## src/hdl/decimal_string_to_fixed_point_top_macros.svh

```systemverilog
// Assertion helpers used by the top-level module.
`ifndef DECIMAL_STRING_TO_FIXED_POINT_TOP_MACROS_SVH
`define DECIMAL_STRING_TO_FIXED_POINT_TOP_MACROS_SVH

// Same-cycle implication, checked outside reset.
`define DS2FX_ASSERT_IMPLY(lbl, clk, rst, ante, cons) \
  lbl: assert property (@(posedge clk) disable iff (rst) (ante) |-> (cons)) \
    else $error("ds2fx check failed");

// Next-cycle implication, checked outside reset.
`define DS2FX_ASSERT_NEXT(lbl, clk, rst, ante, cons) \
  lbl: assert property (@(posedge clk) disable iff (rst) (ante) |=> (cons)) \
    else $error("ds2fx check failed");

`endif

```

## src/hdl/ds2fx_pkg.sv

```systemverilog
package ds2fx_pkg;

  localparam int FRAC_W = 30;

  typedef logic [3:0]        places_t;
  typedef logic [FRAC_W-1:0] frac_t;

  localparam places_t MAX_PLACES   = 4'd9;
  localparam places_t PLACES_RESET = 4'd3;

  localparam logic [15:0] CH_TAB   = 16'h0009;
  localparam logic [15:0] CH_SPACE = 16'h0020;
  localparam logic [15:0] CH_COMMA = 16'h002C;
  localparam logic [15:0] CH_MINUS = 16'h002D;
  localparam logic [15:0] CH_DOT   = 16'h002E;
  localparam logic [15:0] CH_ZERO  = 16'h0030;
  localparam logic [15:0] CH_NINE  = 16'h0039;

  // flags that travel with a finished number
  typedef struct packed {
    logic sat;
    logic neg;
  } fin_flags_t;

  // load enables of the two back-end stages
  typedef struct packed {
    logic ld3;
    logic ld4;
  } stage_ctl_t;

  function automatic frac_t pow10(input places_t e);
    frac_t r;
    case (e)
      4'd0:    r = frac_t'(1);
      4'd1:    r = frac_t'(10);
      4'd2:    r = frac_t'(100);
      4'd3:    r = frac_t'(1000);
      4'd4:    r = frac_t'(10000);
      4'd5:    r = frac_t'(100000);
      4'd6:    r = frac_t'(1000000);
      4'd7:    r = frac_t'(10000000);
      4'd8:    r = frac_t'(100000000);
      4'd9:    r = frac_t'(1000000000);
      default: r = '0;
    endcase
    return r;
  endfunction

endpackage

```

## src/hdl/ds2fx_final.sv

```systemverilog
// Back end: add fraction, saturate, then apply the sign.
module ds2fx_final #(
  parameter int VALUE_WIDTH = 32
) (
  input  logic                   clk,
  input  ds2fx_pkg::stage_ctl_t  ctl,
  input  logic [VALUE_WIDTH-1:0] fin_int,
  input  ds2fx_pkg::frac_t       fin_frac,
  input  ds2fx_pkg::fin_flags_t  fin_flags,
  output logic [31:0]            fixed_value,
  output logic                   overflow
);
  import ds2fx_pkg::*;

  localparam int EW = ((VALUE_WIDTH > 34) ? VALUE_WIDTH : 34) + 4;
  localparam logic [EW-1:0] LIM_NEG = EW'(1) << (VALUE_WIDTH - 1);
  localparam logic [EW-1:0] LIM_POS = LIM_NEG - EW'(1);

  logic [EW-1:0] sum;
  logic [EW-1:0] lim;
  logic          ovf;
  logic [EW-1:0] mag3;
  logic          ovf3;
  logic          neg3;
  logic [EW-1:0] neg_mag;

  assign sum     = EW'(fin_int) + EW'(fin_frac);
  assign lim     = fin_flags.neg ? LIM_NEG : LIM_POS;
  assign ovf     = fin_flags.sat || (sum > lim);
  assign neg_mag = EW'(0) - mag3;

  always_ff @(posedge clk) begin
    if (ctl.ld3) begin
      mag3 <= ovf ? lim : sum;
      ovf3 <= ovf;
      neg3 <= fin_flags.neg;
    end
    if (ctl.ld4) begin
      fixed_value <= neg3 ? neg_mag[31:0] : mag3[31:0];
      overflow    <= ovf3;
    end
  end

endmodule
```

## config.mk

```make
export PLATFORM = sky130hd
export DESIGN_NAME = ds2fx_final
export DESIGN_NICKNAME = d
export VERILOG_FILES = /design/src/hdl/decimal_string_to_fixed_point_top_macros.svh /design/src/hdl/ds2fx_pkg.sv /design/src/hdl/ds2fx_final.sv
export SDC_FILE = /design/constraint.sdc
export NUM_CORES = 1
export LEC_CHECK = 0
export ABC_AREA = 1
export ABC_CLOCK_PERIOD_IN_PS = 4400
export BUFFER_PORTS_ARGS = -buffer_cell sky130_fd_sc_hd__buf_2
export CAP_MARGIN = 40
export CORE_ASPECT_RATIO = 1.75
export CORE_MARGIN = 5
export CORE_UTILIZATION = 35
export CTS_BUF_LIST = sky130_fd_sc_hd__clkbuf_16
export CTS_CLUSTER_DIAMETER = 80
export CTS_CLUSTER_SIZE = 30
export DETAILED_ROUTE_END_ITERATION = 8
export MAX_ROUTING_LAYER = met4
export PLACE_DENSITY = 0.62
export SYNTH_ARGS = -nofsm -noshare
export SYNTH_HDL_FRONTEND = slang
export SYNTH_SLANG_ARGS = --single-unit
```

## constraint.sdc

```tcl
create_clock -name clk -period 4.4 [get_ports clk]
set_input_delay 0.22 -clock clk [delete_from_list [all_inputs] [get_ports clk]]
set_output_delay 0.22 -clock clk [all_outputs]
set_load 0.01 [all_outputs]
```

==> summary.txt, run 1 <==
Outcome
  – Status: completed

Clock network
  – Total CTS buffers: 9
  – Sink Count: 67
  – CTS tree: yes
  – Clk root buf: clkbuf_16
  – Htree depth: 3
  – Max Buffers Root-to-Sink: 2
  – Post-CTS Resized: 0
  – Hold buffers post-CTS: 0
  – Worst-skew pair later-pin latency: 0.32 ns
  – Reg clk slew, reported paths: 0.05 ns
  – Setup bufs post-CTS: 0

Synth
  – Syn Nets: between 800 and 900
  – Post-synthesis xor/xnor area fraction: 8.91%
  – Mapped Area: 5700 um2
  – Mux contribution to synthesized area: 0%
  – Cells after Synth: slightly below 700
  – Simple-Gate Fraction of Synth Area: 25.6%
  – Most used DFF post-synth: edfxtp_1
  – Post-synth cell types: 37
  – YS warnings: 0
  – Synth Area in Compound Gates: 10.4%
  – Async set-reset flop share out of synthesis: 0%
  – Synth Area in Adders: between 10% and 20%
  – Flops & latches, synth: 67
  – Main combinational cell family by area after synthesis: simple AND/OR/NAND/NOR gates
  – Post-synth EDFFs: 67
  – Mean Syn Cell Area: 8.44 um2
  – Seq/Total Area, Yosys: around a third

Detailed routing
  – First-pass DRT Iterations: 4
  – DRT antenna net count: 0
  – Final wirelength: 12700 um
  – Drt drc: 0
  – Routed vias/inst: approximately 4.9
  – Wirelength per Cell: 13.1 um
  – Detailed Route Iter0 Violations: 122
  – DR vias: 4768

Critical path
  – Crit-path cells: buf_2 > ha_1 > fa_1 > nand2_1 > nand2_1 > o21ai_1 > o21ai_2 > nand2_2 > nand2_2 > a21oi_1 > xnor2_1 > ha_1 > nand2_1 > nor4_1 > nand2_1 > nand2_1 > nand2_1 > nand2_1 > nand2_2 > nand2_2 > nand2_4 > buf_4 > nand3_1 > nand2_2
  – Setup CP Type: in -> reg
  – Worst Path Arrival: 3.63 ns
  – Worst setup SP type: input pin
  – Worst EP required: 4.47 ns
  – CP endpoint kind: register
  – Crit-path most repeated cell: nand2_1
  – Slowest Stage Delay on Critical Path: around 0.40 ns
  – CP Max Fanout: 32
  – Slowest CP cell: fa_1
  – R2r setup slk: 1.97 ns

Timing
  – Setup Skew: 0.00433 ns
  – Slew HR: 52.7%
  – Worst Tran Pin Value: 0.709 ns
  – Fin crit share: 81.0%
  – Minimum clock period: 3.57 ns
  – Max-slew violation count: 0
  – WHS: about 0.37 ns
  – Hold Violations, Final: 0
  – Setup ws final: 0.835 ns
  – Setup violators final: 0
  – Total negative slack: 0 ns
  – Fmax: between 0.2 and 0.3 GHz
  – Unrepaired setup endpoints after global routing: no

Final layout
  – Multi-input logic area: 3370 um2
  – Finished layout cell area: approximately 6600 um2
  – Fin nets: approximately 900
  – Antenna diode count: 0
  – Share of cells above drive strength 1: 21.0%
  – Register area: 2010 um2
  – Fill count: 1651
  – Layout area overhead: 16.0%

Placement
  – IO buf count: 99
  – Post-DP HPWL: 11000 um
  – Placed cell area: around 6400 um2
  – RD Place Congestion: 0.884
  – Place WS: around 0.49 ns

GRT
  – Largest net degree at the start of global routing: 35
  – Vias in the first global route: 4843
  – Initial antenna violation count: 0
  – GR Overflow Total: 0
  – Global Route Usage Sum: roughly 14%
  – First-pass GRT wire length: 21100 um

Floorplan
  – Die Area: 19000 um2
  – Die height: approximately 180 um
  – Die outline width: 106 um
  – # rows: 61
  – Core ar.: between 15000 and 20000 um2
  – Initial Util: 35.8%
  – Num ports: 100

Min path
  – Worst hold path class: in -> reg

Pwr
  – Leakage: 3.05 nW
  – Worst vdd ir: 0.171 mV
  – Power density over cell area: 341 nW/um2

Job
  – Max Cap Viol: 0
## cells by family after synthesis
family | Yosys count
buffers and inverters | 69
DFF | 67
and+or+nand+nor | 313
xor gates and xnor gates | 58
adders and majority gates | 64
AOI/OAI and AO/OA | 105
## synthesized netlist by cell type (all sizes together), types with 8 or more instances
master | number | area [um2]
xnor2 | 23 | 201
nand3 | 55 | 285
nand4 | 8 | 50.1
a21oi | 50 | 258
o21ai | 32 | 168
xor2 | 35 | 307
inv | 56 | 210
nand2 | 156 | 707
ha | 63 | 788
edfxtp | 67 | 2010
nor2 | 64 | 240
nor3 | 16 | 85.1
a21o | 8 | 60.1
## stage by stage
step           cells  util, %  power, mW
2_1_floorplan    676        -       1.47
3_3_place_gp     953     39.7       1.68
3_5_place_dp     954     39.9       1.69
4_1_cts          970     41.5       2.28
5_1_grt          970     41.5       2.42
6_report         970     41.5       2.26
## report_power, final
group / internal [mW] / total (mW) / leakage, nW / switching [mW]
registers: 0.831 / 0.878 / 0.655 / 0.0472
clock network: 0.366 / 0.588 / 0.132 / 0.222
logic: 0.307 / 0.793 / 2.26 / 0.486
total: 1.50 / 2.26 / 3.05 / 0.755
## final cells by class
cell class	count	share of cell area, %
sequential	67	30.4
clock buffer	9	3.40
clock inverter	7	0.416
multi-input combinational	540	50.9
tap	189	3.57
timing repair buffer	101	8.02
inverter	57	3.25
## metal layers
metal	GRT usage [%]	up-vias	wire length, um
met3	2.05	33	507
met2	27.7	99	7220
met1	12.4	2111	4520
met5	-	-	0
li1	-	2525	-
met4	7.20	0	432
## critical path: cells and delay by family
family                   cells  cell delay (ns)
XOR/XNOR                     1             0.17
adder cells (fa/ha/maj)      3             0.98
AO/OA/AOI/OAI                3             0.57
buffers and inverters        2             0.32
AND/OR/NAND/NOR             15             1.35
## sequential cells by signal (all words and copies together) (netlist names)
signal	count
fixed_value	32
mag3	32
neg3	1
overflow	1
ovf3	1
## final timing paths
path,start,end,cells after the start
min reg2reg,ovf3$_DFFE_PP_,overflow$_DFFE_PP_,0
max reg2reg,mag3[0]$_DFFE_PP_,fixed_value[28]$_DFFE_PP_,10
min,fin_frac[0],mag3[0]$_DFFE_PP_,4
max,fin_int[0],mag3[6]$_DFFE_PP_,24
## cells in the final DEF (no fill, tap or decap), types with 7 or more instances in the layout
master / Yosys / routed
nand2_2: 36 / 36
nor3_1: 15 / 15
edfxtp_1: 67 / 67
nand4_1: 8 / 8
a21o_1: 8 / 8
nor2_1: 64 / 64
o21ai_0: 26 / 26
inv_1: 55 / 57
nand2_1: 117 / 117
clkbuf_16: 0 / 9
xnor2_1: 23 / 23
xor2_1: 35 / 35
a21oi_1: 48 / 48
nor4_1: 7 / 7
nand3_1: 53 / 53
ha_1: 63 / 63
buf_2: 0 / 99
(Power assumes the default switching activity.)
==> inputs of run 2 (changes only) <==
ABC_CLOCK_PERIOD_IN_PS = 3000   (was 4400)
PLACE_DENSITY = 0.64   (was 0.62)
clock period = 3 ns   (was 4.4 ns; I/O delays follow)
==> run 2 against run 1 <==
  * The flow now finishes with violations (negative setup slack)
  * Critical endpoint is now mag3[18]$_DFFE_PP_
  * Critical path depth grew 2
  * Count of clock-buffer cells in the layout did not move
  * Sequential share of layout area fell by 5.9 points
  * Utilization grew 10 points
  * Flip-flop and latch count is the same
  * Final cell count grew 14%
  * Die area did not move
  * Clock power is 46% higher
  * Routed wire length grew 16%
  * Setup slack got worse by 0.92 ns
  * Power increased by 73%
  * First-iteration DRC count up 32%
==> summary.txt, run 2 (synthesis gave the netlist of run 1 again) <==
Clock network
  – Reg clk slew, reported paths: 0.05 ns
  – Worst-skew pair later-pin latency: ~0.32 ns
  – Max Buffers Root-to-Sink: 2
  – Clk root buf: clkbuf_16
  – Htree depth: 3
  – Sink Count: 67
  – Hold buffers post-CTS: 0
  – Total CTS buffers: 9
  – CTS tree: yes

Final layout
  – Fin util: around half
  – Share of cells above drive strength 1: 41.3%
  – Layout area overhead: 44.2%
  – Fin nets: 1039
  – Commonest non-fill, non-tap cell in the layout: buf_4
  – Commonest non-fill, non-tap cells in the layout: buf_4, nand2_1, buf_2
  – Regs by FF count: fixed_value: 32 flops, mag3: 32 flops
  – Antenna diode count: 0

Detailed routing
  – Routed vias/inst: 4.88
  – Detailed Route Iter0 Violations: 161
  – Wirelength per Cell: about 13 um
  – Drt drc: 0
  – DRT antenna net count: 0
  – DR vias: approximately 5400
  – Final wirelength: 14700 um
  – First-pass DRT Iterations: 6

Min path
  – Worst hold path class: in -> reg
  – Hold Path Depth: 1

Timing
  – Worst Tran Pin Value: 0.717 ns
  – Fin crit share: 103%
  – Max-slew violation count: 0
  – Unrepaired setup endpoints after global routing: yes
  – Setup Skew: 0.00414 ns
  – Fmax: 0.324 GHz
  – Hold Violations, Final: 0
  – Setup ws final: -0.0894 ns
  – Slew HR: 52.1%
  – Setup violators final: 32
  – Minimum clock period: 3.09 ns
  – WHS: 0.289 ns

GRT
  – Largest net degree at the start of global routing: 35
  – GR Overflow Total: 0
  – Global route hottest layer: met2
  – GR Util met3: 1.91%
  – Vias in the first global route: 5422
  – Global Route Usage Sum: 14.9%
  – Initial antenna violation count: 0
  – Met1 Resource Use GR: 12.7%
  – First-pass GRT wire length: 22600 um
  – Met2 usage: 30.6%

Placement
  – Post-DP HPWL: between 10000 and 15000 um
  – RD Place Congestion: 0.938
  – IO buf count: 99
  – Place WS: -0.630 ns

Floorplan
  – Core ar.: around 16000 um2
  – Die outline width: 106 um
  – Die Area: 19000 um2
  – # rows: just over 60
  – Initial Util: 35.8%
  – Die height: 179 um
  – Num ports: 100

Outcome
  – Status: finished, violations left
  – Violated checks: negative setup slack

Critical path
  – Setup CP Type: in -> reg
  – Worst setup SP type: input pin
  – R2R depth: 11
  – CP endpoint kind: register
  – Worst Path Arrival: 3.15 ns
  – Worst EP required: 3.06 ns
  – CP Max Fanout: 8

Pwr
  – Leakage: 3.78 nW
  – Worst vdd ir: 0.240 mV
  – Power density over cell area: 476 nW/um2

Job
  – Max Cap Viol: 0
[run 2: cell type report]
class	count	area, um2
Fill cell	1443	7730
Multi-Input combinational cell	543	3960
Sequential cell	67	2010
Timing Repair Buffer	230	1550
Tap cell	189	236
Clock buffer	9	225
Inverter	57	215
Clock inverter	7	27.5
[run 2: power by group]
group / internal (mW) / total (mW) / switching (mW)
sequential: 1.22 / 1.28 / 0.0643
combinational: 0.858 / 1.77 / 0.916
clock: 0.537 / 0.858 / 0.321
[run 2: worst paths after layout]
check             slack [ns]               from                   endpoint
hold reg to reg         0.42     ovf3$_DFFE_PP_         overflow$_DFFE_PP_
setup reg to reg        0.71  mag3[0]$_DFFE_PP_  fixed_value[28]$_DFFE_PP_
setup / recovery       -0.09         fin_int[6]         mag3[18]$_DFFE_PP_
hold / removal          0.29       fin_flags[0]             neg3$_DFFE_PP_
[run 2: layer usage]
metal	vias up	share of wire, %
met3	41	3.4
met4	0	3.4
met2	116	60
met5	-	0
met1	2429	33
li1	2789	-
[run 2: through the flow]
stage                     setup TNS, ns  std cells  total power [mW]  instance area [um2]
after floorplan                   -1.44        676              2.16                 5730
after global placement           -19.03       1070              2.77                 7250
after detailed placement         -20.10       1070              2.79                 7250
after CTS                        -0.766       1090              3.73                 7720
after global routing              -8.75       1102              4.18                 8230
final                             -1.96       1102              3.92                 8230
[run 2: timing repair]
item	CTS	global route
gates resized for setup	33	71
cloned	1	5
endpoints found under the setup margin	32	33
pin swaps	18	39
setup buffers	3	7
[run 2: worst max-delay path: stages]
cell	delay (ns)
buf_2	0.12
ha_4	0.24
buf_4	0.16
nand2_4	0.07
nor2_1	0.05
nor2_1	0.16
o21ai_4	0.10
a21o_1	0.21
xor2_2	0.20
ha_1	0.32
nand2_2	0.08
nor2_4	0.12
nand2_2	0.06
nor2_2	0.09
nand3_1	0.08
nand4_1	0.12
nand2_1	0.06
nand2_1	0.06
nand2_1	0.05
nand2_1	0.07
nand2_2	0.07
nand2_4	0.09
nand2_8	0.09
clkbuf_16	0.18
nand3_1	0.09
nand2_2	0.06
==> inputs of run 3 (changes only) <==
CORE_UTILIZATION = 52   (was 35)
PLACE_DENSITY = default   (was 0.64)
PLACE_DENSITY_LB_ADDON = 0.12   (was default)
RECOVER_POWER = 50   (was default)
==> run 3 against run 2 <==
  * The flow finishes with violations (max-capacitance violations, max-slew violations, negative setup slack)
  * Register-to-register slack got worse by 0.11 ns
  * Clock skew increased by 0.0043 ns
  * Final cell count decreased by 3.7%
  * Setup slack got worse by 0.15 ns
  * Critical path depth unchanged
  * Die area decreased by 30%
  * Largest power group unchanged
  * Sequential share of layout area decreased by 0.21 points
  * Sequential power about the same
  * Utilization increased by 26 points
==> summary.txt, run 3 (synthesis gave the netlist of run 1 again) <==
Final layout
  – Commonest non-fill, non-tap cells in the layout: buf_4, nand2_1, buf_2
  – Regs by FF count: fixed_value: 32 flops, mag3: 32 flops
  – Finished layout cell area: 8300 um2
  – Commonest non-fill, non-tap cell in the layout: buf_4
  – Fin util: roughly 78%
  – Antenna diode count: 0
  – Layout area overhead: 45.5%
  – Share of cells above drive strength 1: 42.4%
  – Non-Filler Instances: 1061
  – Fin nets: 1058

Pwr
  – P_int: 2.65 mW
  – Seq pwr share: 32.3%
  – Switch share: 33.7%
  – Switching Power: ~1.3 mW
  – Clock share of power: 22.0%
  – Power density over cell area: 481 nW/um2
  – Logic gate share of total power: 45.7%
  – Total power: 3.99 mW
  – Worst vdd ir: 0.557 mV
  – Leakage: 3.87 nW

Timing
  – Fin crit share: 108%
  – Max-slew violation count: 69
  – Slew HR: -12.9%
  – WHS: 0.285 ns
  – Minimum clock period: between 3 and 4 ns
  – Setup ws final: -0.240 ns
  – Worst Tran Pin Value: 1.69 ns
  – Hold Violations, Final: 0
  – Fmax: 0.309 GHz
  – Unrepaired setup endpoints after global routing: yes
  – Setup Skew: ~0.0085 ns
  – Total negative slack: -6.57 ns
  – Setup violators final: 33

Clock network
  – CTS tree: yes
  – Max Buffers Root-to-Sink: 2
  – Sink Count: 67
  – Worst-skew pair later-pin latency: 0.33 ns
  – Clk root buf: clkbuf_16
  – Reg clk slew, reported paths: 0.05 ns
  – Total CTS buffers: 9
  – Htree depth: 3

Floorplan
  – # rows: 50
  – Die Area: between 10000 and 15000 um2
  – Initial Util: 53.3%
  – Die height: 149 um
  – Core ar.: around 11000 um2
  – Die outline width: approximately 89 um
  – Num ports: 100

Placement
  – RD Place Congestion: 0.873
  – Place WS: -0.640 ns
  – Placed insts: 1015
  – Post-DP HPWL: 11600 um
  – Placed cell area: 7210 um2
  – IO buf count: 99

GRT
  – Largest net degree at the start of global routing: 35
  – First-pass GRT wire length: 24300 um
  – Vias in the first global route: approximately 5800
  – Initial antenna violation count: 0
  – GR Overflow Total: 0
  – Global Route Usage Sum: between 20% and 30%

Detailed routing
  – Wirelength per Cell: 14.8 um
  – Final wirelength: 15700 um
  – Drt drc: 0
  – Routed vias/inst: 5.40
  – Detailed Route Iter0 Violations: 279
  – DR vias: between 5000 and 6000
  – First-pass DRT Iterations: 5
  – DRT antenna net count: 0

Critical path
  – Worst EP required: around 3.1 ns
  – Setup CP Type: in -> reg
  – Worst setup SP type: input pin
  – Worst Path Arrival: between 3 and 4 ns
  – CP endpoint kind: register
  – CP Max Fanout: 32

Job
  – Max Cap Viol: 2

Outcome
  – Status: finished, violations left
  – Violated checks: max-capacitance violations, max-slew violations, negative setup slack

Min path
  – Worst hold path class: in -> reg
[run 3: final cells by class]
class                      instances  area (um2)
inverter                          57         215
timing repair buffer             249        1660
clock buffer                       9         225
multi-input combinational        543        4000
fill                             718        2400
clock inverter                     6        25.0
sequential                        67        2010
tap                              130         163
[run 3: power groups by stage]
| stage | clock (mW) | combinational, mW | sequential [mW] |
|---|---|---|---|
| global placement | 0 | 1.46 | 1.30 |
| finish | 0.877 | 1.82 | 1.29 |
| global route | 0.921 | 1.99 | 1.30 |
| CTS | 0.883 | 1.74 | 1.29 |
| detailed placement | 0 | 1.52 | 1.30 |
| floorplan | 0 | 0.831 | 1.33 |
[run 3: final timing paths]
check	end	start	depth (start not counted)	slack, ns
min	mag3[0]$_DFFE_PP_	fin_frac[0]	4	0.28
max	mag3[15]$_DFFE_PP_	fin_frac[4]	26	-0.24
min reg2reg	overflow$_DFFE_PP_	ovf3$_DFFE_PP_	0	0.43
max reg2reg	fixed_value[28]$_DFFE_PP_	mag3[0]$_DFFE_PP_	10	0.60
[run 3: timing repair]
| item | 4_1_cts | 5_1_grt |
|---|---|---|
| pin swaps | 37 | 18 |
| setup buffers | 21 | 7 |
| hold buffers | 0 | 0 |
| setup endpoints to repair | 33 | 33 |
| resized for setup | 80 | 19 |
| gates cloned | 3 | 0 |
[run 3: layer usage]
metal	up-vias	GRT usage [%]	wire, um
li1	2823	-	-
met1	2664	20.3	5040
met2	192	47.1	9270
met3	51	3.22	698
met4	0	11.6	649
met5	-	-	0
[run 3: critical path, stage by stage]
cell     delay (ns)
buf_2          0.11
ha_4           0.21
a21o_1         0.18
inv_2          0.06
nor2_2         0.04
nor2_2         0.16
o21ai_4        0.12
a21o_1         0.22
xor2_2         0.19
ha_1           0.31
nand2_1        0.09
nor2_2         0.11
nand2_1        0.07
nor2_2         0.13
nand3_1        0.09
nand4_1        0.14
nand2_1        0.08
nand2_1        0.08
nand2_1        0.07
nand2_1        0.08
nand2_2        0.05
nand2_2        0.09
nand2_4        0.09
buf_12         0.17
nand3_1        0.11
nand2_2        0.07
